### config.mk
export PLATFORM = sky130hd
export DESIGN_NAME = sound_level_bar_meter_core
export DESIGN_NICKNAME = d
export VERILOG_FILES = /design/src/hw/rtl/slbm_pkg.sv /design/src/hw/rtl/sound_level_bar_meter_core.sv /design/src/hw/rtl/slbm_front.sv /design/src/hw/rtl/slbm_queue.sv /design/src/hw/rtl/slbm_back.sv
export SDC_FILE = /design/constraint.sdc
export NUM_CORES = 1
export LEC_CHECK = 0
export ABC_CLOCK_PERIOD_IN_PS = 12000
export BUFFER_PORTS_ARGS = -buffer_cell sky130_fd_sc_hd__buf_2
export CAP_MARGIN = 15
export CORE_MARGIN = 4
export CORE_UTILIZATION = 50
export DETAILED_ROUTE_END_ITERATION = 8
export PLACE_DENSITY = 0.71
export SKIP_CTS_REPAIR_TIMING = 1
export SKIP_LAST_GASP = 1
export SLEW_MARGIN = 40
export SYNTH_ARGS = -nofsm -noshare
export SYNTH_HDL_FRONTEND = slang
export SYNTH_HIERARCHICAL = 1
export SYNTH_SLANG_ARGS = --single-unit
### constraint.sdc
create_clock -name clock -period 12 [get_ports clock]
set_clock_uncertainty 0.2 [all_clocks]
set_input_delay 2.4 -clock clock [delete_from_list [all_inputs] [get_ports clock]]
set_output_delay 2.4 -clock clock [all_outputs]
set_load 0.005 [all_outputs]
### src/hw/rtl/slbm_pkg.sv
// Shared types, constants and palette lookup for the sound level bar meter.
package slbm_pkg;

   // Sample and level widths
   localparam int SAMPLE_W = 10;
   localparam int LEVEL_W  = 5;
   localparam int INDEX_W  = 4;
   localparam int COLOR_W  = 24;
   localparam int PROD_W   = 17;

   // Level scaling: level = peak_to_peak * LEVEL_GAIN / LEVEL_STEP
   localparam logic [PROD_W-1:0] LEVEL_GAIN = 17'd125;
   localparam logic [PROD_W-1:0] LEVEL_STEP = 17'd8448;
   localparam int                LEVEL_CEIL = 15;

   // Empty-window reset values
   localparam logic [SAMPLE_W-1:0] MAX_RESET = '0;
   localparam logic [SAMPLE_W:0]   MIN_RESET = 11'd1024;

   // Run queue depth
   localparam int QUEUE_DEPTH = 2;
   localparam int QPTR_W      = $clog2(QUEUE_DEPTH);

   // Register indexes
   localparam int CSR_INDEX_W = 4;
   localparam logic [CSR_INDEX_W-1:0] CSR_BAR_COLOR    = 4'd0;
   localparam logic [CSR_INDEX_W-1:0] CSR_PALETTE_MODE = 4'd1;

   // Fixed palette bands
   localparam logic [COLOR_W-1:0] BAND0_COLOR = {8'd255, 8'd202, 8'd51};
   localparam logic [COLOR_W-1:0] BAND1_COLOR = {8'd66,  8'd193, 8'd1};
   localparam logic [COLOR_W-1:0] BAND2_COLOR = {8'd6,   8'd215, 8'd223};
   localparam logic [COLOR_W-1:0] BAND3_COLOR = {8'd194, 8'd6,   8'd223};
   localparam logic [COLOR_W-1:0] BAND4_COLOR = {8'd223, 8'd6,   8'd6};
   localparam logic [COLOR_W-1:0] BLANK_COLOR = '0;

   // One pixel write run handed from front to back
   typedef struct packed {
      logic               light;
      logic [INDEX_W-1:0] first_idx;
      logic [INDEX_W-1:0] final_idx;
   } run_type;

   // Configuration seen by the back end
   typedef struct packed {
      logic [COLOR_W-1:0] bar_color;
      logic               palette_mode;
   } cfg_type;

   // Queue status toward the front end
   typedef struct packed {
      logic full;
      logic avail;
   } queue_status_type;

   function automatic logic [COLOR_W-1:0] palette_color(input logic [INDEX_W-1:0] idx);
      logic [COLOR_W-1:0] color;
      if (idx < 4'd3)       color = BAND0_COLOR;
      else if (idx < 4'd5)  color = BAND1_COLOR;
      else if (idx < 4'd7)  color = BAND2_COLOR;
      else if (idx < 4'd10) color = BAND3_COLOR;
      else                  color = BAND4_COLOR;
      return color;
   endfunction

endpackage

### src/hw/rtl/sound_level_bar_meter_core.sv
// Sound level bar meter top level: config registers, front end, run queue, back end.
//
// Usage:
//   req_*  carries one microphone sample per item; req_window_end marks the
//          last sample of a measurement window. The item is taken when
//          req_valid is high and req_stall low.
//   rsp_*  carries pixel writes (index, red, green, blue, last). rsp_last
//          flags the final write of a window's run.
//   csr_*  writes bar_color (index 0) and palette_mode (index 1); csr_ready
//          is always high.
// Flow: a mid-window sample is taken whenever req_stall is low. A window-end
//   sample is tracked, then levelled and classified in the front end; req_stall
//   is high during the level step. The back end fetches a run, then emits one
//   write per cycle while rsp_stall is low. The two-entry run queue lets the
//   next window fill meanwhile; input also stalls when the queue is full.
// Path: a run goes from the window-end item through the pending flag, the run
//   queue, the back-end run registers and the output register.
// Reset clears the window, previous level, queue and registers. A stalled
//   receiver holds the current write steady and pauses the run walk.
module sound_level_bar_meter_core #(
   parameter int NUM_PIXELS = 15
) (
   input  logic                                clock,
   input  logic                                reset,
   input  logic                                req_valid,
   output logic                                req_stall,
   input  logic [slbm_pkg::SAMPLE_W-1:0]       req_sample,
   input  logic                                req_window_end,
   output logic                                rsp_valid,
   input  logic                                rsp_stall,
   output logic [slbm_pkg::INDEX_W-1:0]        rsp_pixel_index,
   output logic [7:0]                          rsp_red,
   output logic [7:0]                          rsp_green,
   output logic [7:0]                          rsp_blue,
   output logic                                rsp_last,
   input  logic                                csr_valid,
   output logic                                csr_ready,
   input  logic [slbm_pkg::CSR_INDEX_W-1:0]    csr_index,
   input  logic [slbm_pkg::COLOR_W-1:0]        csr_wdata
);

   slbm_pkg::cfg_type           cfg_ff, cfg_in;
   slbm_pkg::run_type           push_run;
   slbm_pkg::run_type           head_run;
   slbm_pkg::queue_status_type  qstat;
   logic                        push;
   logic                        pop;

   assign csr_ready = 1'b1;

   // Decode register writes
   always_comb begin
      cfg_in = cfg_ff;
      if (csr_valid && csr_ready) begin
         unique case (csr_index)
            slbm_pkg::CSR_BAR_COLOR:    cfg_in.bar_color    = csr_wdata;
            slbm_pkg::CSR_PALETTE_MODE: cfg_in.palette_mode = csr_wdata[0];
            default: ;
         endcase
      end
   end

   always_ff @(posedge clock) begin
      if (reset) begin
         cfg_ff <= '0;
      end else begin
         cfg_ff <= cfg_in;
      end
   end

   slbm_front #(
      .NUM_PIXELS (NUM_PIXELS)
   ) u_front (
      .clock          (clock),
      .reset          (reset),
      .req_valid      (req_valid),
      .req_stall      (req_stall),
      .req_sample     (req_sample),
      .req_window_end (req_window_end),
      .queue_full     (qstat.full),
      .push           (push),
      .push_run       (push_run)
   );

   slbm_queue u_queue (
      .clock    (clock),
      .reset    (reset),
      .push     (push),
      .push_run (push_run),
      .pop      (pop),
      .head_run (head_run),
      .status   (qstat)
   );

   slbm_back u_back (
      .clock           (clock),
      .reset           (reset),
      .cfg             (cfg_ff),
      .run_avail       (qstat.avail),
      .head_run        (head_run),
      .pop             (pop),
      .rsp_valid       (rsp_valid),
      .rsp_stall       (rsp_stall),
      .rsp_pixel_index (rsp_pixel_index),
      .rsp_red         (rsp_red),
      .rsp_green       (rsp_green),
      .rsp_blue        (rsp_blue),
      .rsp_last        (rsp_last)
   );

`ifndef SYNTHESIS
   // A closed window blocks input for the level cycle
   assert property (@(posedge clock) disable iff (reset)
      req_valid && !req_stall && req_window_end |=> req_stall)
      else $error("input taken while closing a window");

   // The front end never pushes into a full queue
   assert property (@(posedge clock) disable iff (reset)
      !(push && qstat.full))
      else $error("run pushed into full queue");

   // Writes of a run follow each other without gaps once taken
   assert property (@(posedge clock) disable iff (reset)
      rsp_valid && !rsp_stall && !rsp_last |=> rsp_valid)
      else $error("gap inside a pixel run");

   // No run is fetched while the back end is still walking one
   assert property (@(posedge clock) disable iff (reset)
      rsp_valid && !rsp_last |-> !pop)
      else $error("run fetched before previous run ended");
`endif

endmodule

### src/hw/rtl/slbm_front.sv
// Front end: window min/max tracking, bar level and run classification.
module slbm_front #(
   parameter int NUM_PIXELS = 15
) (
   input  logic                              clock,
   input  logic                              reset,
   input  logic                              req_valid,
   output logic                              req_stall,
   input  logic [slbm_pkg::SAMPLE_W-1:0]     req_sample,
   input  logic                              req_window_end,
   input  logic                              queue_full,
   output logic                              push,
   output slbm_pkg::run_type                 push_run
);

   // Highest level and highest on-strip index that fit the 4-bit index range
   localparam int LVL_MAX = (NUM_PIXELS < slbm_pkg::LEVEL_CEIL) ?
                            NUM_PIXELS : slbm_pkg::LEVEL_CEIL;
   localparam int TOP_MAX = (NUM_PIXELS - 1 < slbm_pkg::LEVEL_CEIL) ?
                            NUM_PIXELS - 1 : slbm_pkg::LEVEL_CEIL;
   localparam logic [slbm_pkg::LEVEL_W-1:0] LVL_SAT = slbm_pkg::LEVEL_W'(LVL_MAX);
   localparam logic [slbm_pkg::LEVEL_W-1:0] TOP_IDX = slbm_pkg::LEVEL_W'(TOP_MAX);

   logic [slbm_pkg::SAMPLE_W-1:0]   max_ff, max_in;
   logic [slbm_pkg::SAMPLE_W:0]     min_ff, min_in;
   logic [slbm_pkg::LEVEL_W-1:0]    prev_ff, prev_in;
   logic                            pend_ff, pend_in;

   logic                            accept;
   logic [slbm_pkg::SAMPLE_W:0]     sample_ext;
   logic [slbm_pkg::SAMPLE_W-1:0]   p2p;
   logic [slbm_pkg::PROD_W-1:0]     prod;
   logic [slbm_pkg::LEVEL_CEIL-1:0] over;
   logic [slbm_pkg::LEVEL_W-1:0]    level_raw;
   logic [slbm_pkg::LEVEL_W-1:0]    level;
   logic [slbm_pkg::LEVEL_W-1:0]    blank_top;
   logic [slbm_pkg::LEVEL_W-1:0]    level_dec;
   logic [slbm_pkg::LEVEL_W-1:0]    level_inc;

   // Hold input while the level of a closed window is pending or the queue is full
   assign req_stall  = pend_ff | queue_full;
   assign accept     = req_valid & ~req_stall;
   assign sample_ext = {1'b0, req_sample};

   // Peak-to-peak, scaled and compared against each level threshold
   always_comb begin
      if ({1'b0, max_ff} >= min_ff) begin
         p2p = max_ff - min_ff[slbm_pkg::SAMPLE_W-1:0];
      end else begin
         p2p = '0;
      end
      prod = slbm_pkg::PROD_W'(p2p) * slbm_pkg::LEVEL_GAIN;
      for (int k = 0; k < slbm_pkg::LEVEL_CEIL; k++) begin
         over[k] = prod >= slbm_pkg::PROD_W'((k + 1) * slbm_pkg::LEVEL_STEP);
      end
      level_raw = slbm_pkg::LEVEL_W'($countones(over));
      level     = (level_raw > LVL_SAT) ? LVL_SAT : level_raw;
      blank_top = (prev_ff > TOP_IDX) ? TOP_IDX : prev_ff;
      level_dec = level - 5'd1;
      level_inc = level + 5'd1;
   end

   // Track the window and close it once it is pending and the queue has room
   always_comb begin
      max_in   = max_ff;
      min_in   = min_ff;
      prev_in  = prev_ff;
      pend_in  = pend_ff;
      push     = 1'b0;
      push_run = '0;
      if (accept) begin
         if (req_sample > max_ff) max_in = req_sample;
         if (sample_ext < min_ff) min_in = sample_ext;
         pend_in = req_window_end;
      end
      if (pend_ff && !queue_full) begin
         if (level > prev_ff) begin
            push               = 1'b1;
            push_run.light     = 1'b1;
            push_run.first_idx = '0;
            push_run.final_idx = level_dec[slbm_pkg::INDEX_W-1:0];
         end else begin
            push               = blank_top > level;
            push_run.light     = 1'b0;
            push_run.first_idx = blank_top[slbm_pkg::INDEX_W-1:0];
            push_run.final_idx = level_inc[slbm_pkg::INDEX_W-1:0];
         end
         max_in  = slbm_pkg::MAX_RESET;
         min_in  = slbm_pkg::MIN_RESET;
         prev_in = level;
         pend_in = 1'b0;
      end
   end

   always_ff @(posedge clock) begin
      if (reset) begin
         max_ff  <= slbm_pkg::MAX_RESET;
         min_ff  <= slbm_pkg::MIN_RESET;
         prev_ff <= '0;
         pend_ff <= 1'b0;
      end else begin
         max_ff  <= max_in;
         min_ff  <= min_in;
         prev_ff <= prev_in;
         pend_ff <= pend_in;
      end
   end

endmodule

### src/hw/rtl/slbm_queue.sv
// Short run queue between the front and back ends.
module slbm_queue (
   input  logic                         clock,
   input  logic                         reset,
   input  logic                         push,
   input  slbm_pkg::run_type            push_run,
   input  logic                         pop,
   output slbm_pkg::run_type            head_run,
   output slbm_pkg::queue_status_type   status
);

   localparam logic [slbm_pkg::QPTR_W:0] DEPTH_CNT = (slbm_pkg::QPTR_W + 1)'(slbm_pkg::QUEUE_DEPTH);
   localparam logic [slbm_pkg::QPTR_W-1:0] LAST_PTR =
      slbm_pkg::QPTR_W'(slbm_pkg::QUEUE_DEPTH - 1);

   slbm_pkg::run_type            mem_ff [slbm_pkg::QUEUE_DEPTH];
   logic [slbm_pkg::QPTR_W-1:0]  wr_ptr_ff, wr_ptr_in;
   logic [slbm_pkg::QPTR_W-1:0]  rd_ptr_ff, rd_ptr_in;
   logic [slbm_pkg::QPTR_W:0]    count_ff, count_in;
   logic                         do_push, do_pop;

   assign status.full  = count_ff == DEPTH_CNT;
   assign status.avail = count_ff != '0;
   assign do_push      = push & ~status.full;
   assign do_pop       = pop & status.avail;
   assign head_run     = mem_ff[rd_ptr_ff];

   // Advance pointers and count
   always_comb begin
      wr_ptr_in = wr_ptr_ff;
      rd_ptr_in = rd_ptr_ff;
      count_in  = count_ff;
      if (do_push) wr_ptr_in = (wr_ptr_ff == LAST_PTR) ? '0 : wr_ptr_ff + 1'b1;
      if (do_pop)  rd_ptr_in = (rd_ptr_ff == LAST_PTR) ? '0 : rd_ptr_ff + 1'b1;
      if (do_push && !do_pop)      count_in = count_ff + 1'b1;
      else if (!do_push && do_pop) count_in = count_ff - 1'b1;
   end

   always_ff @(posedge clock) begin
      if (reset) begin
         wr_ptr_ff <= '0;
         rd_ptr_ff <= '0;
         count_ff  <= '0;
      end else begin
         wr_ptr_ff <= wr_ptr_in;
         rd_ptr_ff <= rd_ptr_in;
         count_ff  <= count_in;
      end
   end

   // Store the entry
   always_ff @(posedge clock) begin
      if (do_push) mem_ff[wr_ptr_ff] <= push_run;
   end

endmodule

### src/hw/rtl/slbm_back.sv
// Back end: walks one run and emits its pixel writes through an output register.
module slbm_back (
   input  logic                          clock,
   input  logic                          reset,
   input  slbm_pkg::cfg_type             cfg,
   input  logic                          run_avail,
   input  slbm_pkg::run_type             head_run,
   output logic                          pop,
   output logic                          rsp_valid,
   input  logic                          rsp_stall,
   output logic [slbm_pkg::INDEX_W-1:0]  rsp_pixel_index,
   output logic [7:0]                    rsp_red,
   output logic [7:0]                    rsp_green,
   output logic [7:0]                    rsp_blue,
   output logic                          rsp_last
);

   logic                          busy_ff, busy_in;
   logic                          light_ff, light_in;
   logic [slbm_pkg::INDEX_W-1:0]  cur_ff, cur_in;
   logic [slbm_pkg::INDEX_W-1:0]  fin_ff, fin_in;
   logic                          out_valid_ff, out_valid_in;
   logic [slbm_pkg::INDEX_W-1:0]  out_idx_ff, out_idx_in;
   logic [slbm_pkg::COLOR_W-1:0]  out_color_ff, out_color_in;
   logic                          out_last_ff, out_last_in;
   logic                          load_out;
   logic                          at_final;
   logic [slbm_pkg::COLOR_W-1:0]  lit_color;

   assign pop      = ~busy_ff & run_avail;
   assign load_out = busy_ff & (~out_valid_ff | ~rsp_stall);
   assign at_final = cur_ff == fin_ff;
   assign lit_color = cfg.palette_mode ? slbm_pkg::palette_color(cur_ff) : cfg.bar_color;

   // Step through the run, one write per free output slot
   always_comb begin
      busy_in      = busy_ff;
      light_in     = light_ff;
      cur_in       = cur_ff;
      fin_in       = fin_ff;
      out_valid_in = out_valid_ff;
      out_idx_in   = out_idx_ff;
      out_color_in = out_color_ff;
      out_last_in  = out_last_ff;
      if (load_out) begin
         out_valid_in = 1'b1;
         out_idx_in   = cur_ff;
         out_color_in = light_ff ? lit_color : slbm_pkg::BLANK_COLOR;
         out_last_in  = at_final;
         cur_in       = light_ff ? cur_ff + 1'b1 : cur_ff - 1'b1;
         if (at_final) busy_in = 1'b0;
      end else if (out_valid_ff && !rsp_stall) begin
         out_valid_in = 1'b0;
      end
      if (pop) begin
         busy_in  = 1'b1;
         light_in = head_run.light;
         cur_in   = head_run.first_idx;
         fin_in   = head_run.final_idx;
      end
   end

   always_ff @(posedge clock) begin
      if (reset) begin
         busy_ff      <= 1'b0;
         out_valid_ff <= 1'b0;
      end else begin
         busy_ff      <= busy_in;
         out_valid_ff <= out_valid_in;
      end
   end

   always_ff @(posedge clock) begin
      light_ff     <= light_in;
      cur_ff       <= cur_in;
      fin_ff       <= fin_in;
      out_idx_ff   <= out_idx_in;
      out_color_ff <= out_color_in;
      out_last_ff  <= out_last_in;
   end

   assign rsp_valid       = out_valid_ff;
   assign rsp_pixel_index = out_idx_ff;
   assign rsp_red         = out_color_ff[23:16];
   assign rsp_green       = out_color_ff[15:8];
   assign rsp_blue        = out_color_ff[7:0];
   assign rsp_last        = out_last_ff;

endmodule

Yosys cells after proc, flatten, opt, wreduce, memory -nomap -nowiden

Memories as Yosys holds them, arrays and structs flattened. A register that Yosys moved wholly into a read port is not among the register bits.
Cells that the tools add are included.

Bits of input ports: 44
Flip-flop bits (word level): 96
Memory bits (writable): 18
Memories kept: 1
Output and inout bits: 32

Memory list:

| memory         | words | width | rd ports | clocked after Yosys merged registers in | wr ports | line             | RTL |
|---|---|---|---|---|---|---|---|
| u_queue.mem_ff | 2     | 9     | 1        | 1                                       | 1        | slbm_queue.sv:16 | `slbm_pkg::run_type mem_ff [slbm_pkg::QUEUE_DEPTH];` |

Reduce and logical (&&, ||, !) cells: 20
Eq/ne operators: 3
Mux-type cells: 28
Add/sub/neg operators: 23
Multipliers: 1
$lt $le $gt $ge: 26
Bitwise logic cells: 12

Operators by type and width:

| kind                                                                 | number |
|---|---|
| greater-or-equal comparator 17 bit (second input constant)           | 8 |
| two-way mux 24 bit                                                   | 4 |
| greater-or-equal comparator 17 x 16 -> 1 bit (second input constant) | 4 |
| greater-or-equal comparator 17 x 15 -> 1 bit (second input constant) | 2 |
| adder 5 bit                                                          | 6 |
| two-way mux 21 bit                                                   | 1 |
| two-way mux 9 bit                                                    | 2 |
| greater-or-equal comparator 17 x 14 -> 1 bit (second input constant) | 1 |
| multiplier 10 x 7 -> 17 bit (second input constant)                  | 1 |
| adder 1 x 1 -> 2 bit                                                 | 7 |
| two-way mux 1 bit                                                    | 13 |
| two-way mux 4 bit                                                    | 3 |
| greater-or-equal comparator 10 x 11 -> 1 bit                         | 1 |
| less-than comparator 10 x 11 -> 1 bit                                | 1 |
| greater-than comparator 10 bit                                       | 1 |
| greater-than comparator 5 x 4 -> 1 bit (second input constant)       | 2 |
| greater-than comparator 5 bit                                        | 2 |
| two-way mux 10 bit                                                   | 1 |
| two-way mux 5 bit                                                    | 2 |
| AND reduction 2 bit                                                  | 5 |
| nonzero test 2 bit                                                   | 5 |
| subtractor 10 bit                                                    | 1 |
| adder 4 x 1 -> 4 bit (second input constant)                         | 2 |
| less-than comparator 4 x 3 -> 1 bit (second input constant)          | 2 |
| other kinds (18)                                                     | 36 |

Logic depth before layout (Yosys ltp)

Depth in word-level cells: 18
Mapped depth: 49

Modules after synthesis

The synthesis kept the hierarchy.

Modules (own cells, without submodules):

| module                     | cells each | area an instance (um^2) | instances |
|---|---|---|---|
| slbm_front                 | 549        | 4727.0                  | 1 |
| slbm_back                  | 142        | 1845.5                  | 1 |
| sound_level_bar_meter_core | 111        | 1147.4                  | 1 |
| slbm_queue                 | 53         | 867.1                   | 1 |

Least setup slack after synthesis

No wires, ideal clock.

Path kind: reg-to-reg
Start point: reg u_front/min_ff[1] (netlist bit)
End point: mem u_queue/mem_ff[0][3] (netlist bit), data pin
Cell stages (with the launch flop): 49
Path buffers: 1
Data required time: 11.530 ns
Period minus slack after synthesis: 11.463 ns
Arrival time: 10.993 ns
Setup slack: 0.537 ns
Path through: dfxtp_1 > inv_1 > ha_1 > nor2b_1 > o21ai_0 > a21oi_1 > o21ai_0 > a211oi_2 > a31oi_1 > buf_4 > nor3_1 > fa_1 > xor2_1 > ha_1 > inv_1 > fa_1 > fa_1 > inv_1 > [13 not listed] > inv_1 > fa_1 > inv_1 > fa_1 > inv_1 > ha_1 > nor2b_1 > o21ai_0 > nand2b_1 > a21oi_1 > a41o_1 > inv_1 > ha_1 > a21o_1 > a21oi_1 > xnor2_1 > xnor2_1 > nor2_1

RTL lines:

| item                     | line              | RTL |
|---|---|---|
| start: declaration       | slbm_front.sv:25  | `logic [slbm_pkg::SAMPLE_W:0] min_ff, min_in;` |
| start signal: assignment | slbm_front.sv:98  | `min_ff <= slbm_pkg::MIN_RESET;` |
| start signal: assignment | slbm_front.sv:103 | `min_ff <= min_in;` |
| end: declaration         | slbm_queue.sv:16  |  |

==> flow_summary.json <==
{
  "ys.flop_type": "dfxtp_1",
  "path_common_cell": "fa_1",
  "cts_sinks": 114,
  "finalCriticalPeriod_ns": 11.65,
  "power_frac_clock": 0.182,
  "setup_slack_ns": 0.3526,
  "synth_warnings": 6,
  "die_y_um": 139.1,
  "dp_hpwl_um": 12550,
  "drt_iter0_markers": 271,
  "p_per_area_nw_per_um2": 274.7,
  "sequentialPowerShare": 0.207,
  "ir_drop_v": 0.0001502,
  "ys_ff_latch": 114,
  "final_common_cell": "inv_1",
  "r2r-start": "u_front/min_ff[1]",
  "leakagePower_nw": 4.324,
  "arrival_ns": 11.58,
  "h-tree-depth": 4,
  "cts_buffer_depth": 2,
  "path_max_fanout": 7,
  "ff2ff_setup_slack_ns": 0.35,
  "finalHoldViolations": 0,
  "holdPathStages": 2,
  "rows": 47,
  "p_int_w": 0.001559,
  "drt_first_pass_iters": 7,
  "drc": 0,
  "via_count": 6185,
  "cp_slowest_cell": "fa_1",
  "end_kind": "flop",
  "whs_ns": 0.2596,
  "antenna_cells": 0,
  "gp_congestion": 0.8645,
  "path_class": "flop to flop",
  "maxSlewHeadroom": 0.5131,
  "cp.required_ns": 11.94,
  "combinationalPowerShare": 0.611,
  "synth_cell_types": 78,
  "syn_nets": 1028,
  "slew_violations": 0,
  "place_ws_ns": -0.1005,
  "hold_path_end": "u_front/min_ff[6]",
  "dieArea_um2": 19330,
  "initial_core_util": 0.5142,
  "avgRoutedWirePerCell_um": 14.63,
  "synth_cells": 855,
  "swShare": 0.4331,
  "max_freq_ghz": 0.08586,
  "worst_pin_slew_ns": 0.7303,
  "core_area_um2": 16700,
  "synth.avg_cell_area_um2": 10.04,
  "fin_nets": 1111,
  "cp-start-kind": "flop",
  "root_buffer": "clkbuf_16",
  "grt_usage": 0.1764,
  "grt_overflow": 0,
  "ant_nets": 0,
  "io_buffers": 74,
  "max_stage_delay_ns": 0.57,
  "r2r_cells": 46,
  "wl_um": 17130,
  "p_sw_w": 0.001191,
  "finalSetupTns_ns": 0,
  "setup_viol": 0,
  "grt_pass1_wl_um": 28420,
  "grt_pass1_vias": 6139,
  "fillers": 1429,
  "avgViaCountPerCell": 5.282,
  "period_share": 0.9706,
  "fin_cells": 1171,
  "clock_latency_ns": 0.41,
  "grt_max_degree": 63,
  "cts_tree": "yes",
  "hold_path_class": "flop to flop",
  "ys_seq_area_frac": 0.3311,
  "outcome": "finished, final reports clean",
  "synth-async-reset-ratio": 0,
  "maxCapViolations": 0,
  "syn-cell-area_um2": 8587,
  "drive_gt1_frac": 0.2240,
  "antenna_found_initial": 0,
  "numCtsBuffers": 17,
  "io_pins": 76,
  "synth_edf_count": 56,
  "die_w_um": 139.1,
  "dp.cells": 1132,
  "hp-start": "u_front/min_ff[6]",
  "layout_common_cells": "inv_1, ha_1, buf_2",
  "path_clk_slew_ns": 0.05,
  "area_growth_pct": 16.55,
  "r2r-end": "u_queue/mem_ff[0][3]"
}
## cells by family (layout without fill, tap and decap cells)
| group | after synthesis | after routing | synth area share |
|---|---|---|---|
| AOI/OAI and AO/OA | 154 | 154 | 0.1231 |
| adders and majority gates | 129 | 129 | 0.2247 |
| and+or+nand+nor | 247 | 247 | 0.1553 |
| buffers and inverters | 121 | 217 | 0.06353 |
| xor gates and xnor gates | 34 | 34 | 0.03643 |
| DFF | 114 | 114 | 0.3310 |
| muxes | 55 | 55 | 0.06542 |
| other | 1 | 1 | 0.0004367 |
## flip-flops by register name (all words and copies together) (netlist names), named ones only
name	cells
u_front/prev_ff	4
u_back/busy_ff	1
u_front/min_ff	11
cfg_ff	25
u_back/rsp_pixel_index	4
u_back/out_color_ff	24
u_back/light_ff	1
u_front/pend_ff	1
u_queue/mem_ff	18
u_back/cur_ff	4
u_back/fin_ff	4
u_front/max_ff	10
u_queue/rd_ptr_ff	1
u_queue/wr_ptr_ff	1
u_back/rsp_valid	1
u_queue/count_ff	2
u_back/rsp_last	1
## power by group through the flow
stage | clock (W) | sequential, W | combinational, W
after global routing | 0.000530 | 0.000578 | 0.00189
after CTS | 0.000511 | 0.000568 | 0.00154
after detailed placement | 0 | 0.000575 | 0.00152
after global placement | 0 | 0.000574 | 0.00149
final | 0.000501 | 0.000569 | 0.00168
after floorplan | 0 | 0.000548 | 0.00125
## cell type report
cell class	instances	area, um^2	share of cell area
multi-input combinational	620	5401	0.5397
sequential	114	2846	0.2844
timing repair buffer	98	558.0	0.05576
clock buffer	19	464.2	0.04638
inverter	87	330.3	0.03300
tap	220	275.3	0.02750
clock inverter	13	132.6	0.01325
## worst max-delay path: cells and delay by family, from the launching register on
kind,cells,cell delay [ns]
adders and majority gates,14,5.99
AOI/OAI and AO/OA,14,2.19
and+or+nand+nor,8,1.73
buffers and inverters,8,0.63
DFF,1,0.33
xor gates and xnor gates,2,0.27
## worst max path at each step
| stage | startpoint | to | slack, ns |
|---|---|---|---|
| CTS | u_front/min_ff[1] | u_queue/mem_ff[0][3] | -0.15 |
| floorplan | u_front/min_ff[1] | u_queue/mem_ff[0][3] | 0.54 |
| global route | u_front/min_ff[1] | u_queue/mem_ff[0][3] | -0.11 |
| finish | u_front/min_ff[1] | u_queue/mem_ff[0][3] | 0.35 |
| detailed placement | u_front/min_ff[1] | u_queue/mem_ff[1][3] | -0.10 |
| global placement | u_front/min_ff[1] | u_queue/mem_ff[0][3] | 0.12 |
## per-stage QoR
stage	instance area [um^2]	util	power [W]
after floorplan	8587	-	0.001798
after global placement	9145	0.5476	0.002068
after detailed placement	9163	0.5486	0.002100
after CTS	9759	0.5844	0.002618
after global routing	10010	0.5993	0.002997
final	10010	0.5993	0.002750
## routing by layer
| layer | routed length [um] | track usage |
|---|---|---|
| met5 | 0 | 0 |
| met4 | 238 | 0.04840 |
| met3 | 678 | 0.04655 |
| met2 | 8501 | 0.3012 |
| met1 | 7712 | 0.2220 |
## cell usage after synthesis, types with 4 or more instances
| library cell | instances | share of area |
|---|---|---|
| nand4_1 | 6 | 0.0044 |
| dfxtp_1 | 58 | 0.14 |
| buf_2 | 6 | 0.0035 |
| inv_1 | 87 | 0.038 |
| fa_1 | 42 | 0.098 |
| buf_4 | 4 | 0.0035 |
| nor2b_1 | 9 | 0.0066 |
| ha_1 | 87 | 0.13 |
| nand2_1 | 55 | 0.024 |
| clkbuf_1 | 18 | 0.0079 |
| edfxtp_1 | 56 | 0.20 |
| a21o_1 | 15 | 0.013 |
| buf_6 | 4 | 0.0052 |
| nor2_1 | 49 | 0.021 |
| mux2_2 | 9 | 0.012 |
| nand3_1 | 8 | 0.0047 |
| a211oi_1 | 4 | 0.0035 |
| xnor2_1 | 16 | 0.016 |
| mux2i_1 | 46 | 0.054 |
| nand2b_1 | 66 | 0.048 |
| xor2_1 | 16 | 0.016 |
| o21ai_0 | 29 | 0.017 |
| or3_1 | 10 | 0.0073 |
| nor3_1 | 18 | 0.010 |
| a21oi_1 | 50 | 0.029 |
| o31ai_1 | 4 | 0.0035 |
| o211ai_1 | 4 | 0.0035 |
| o21a_1 | 5 | 0.0044 |
Power figures use the tool's default switching activity.
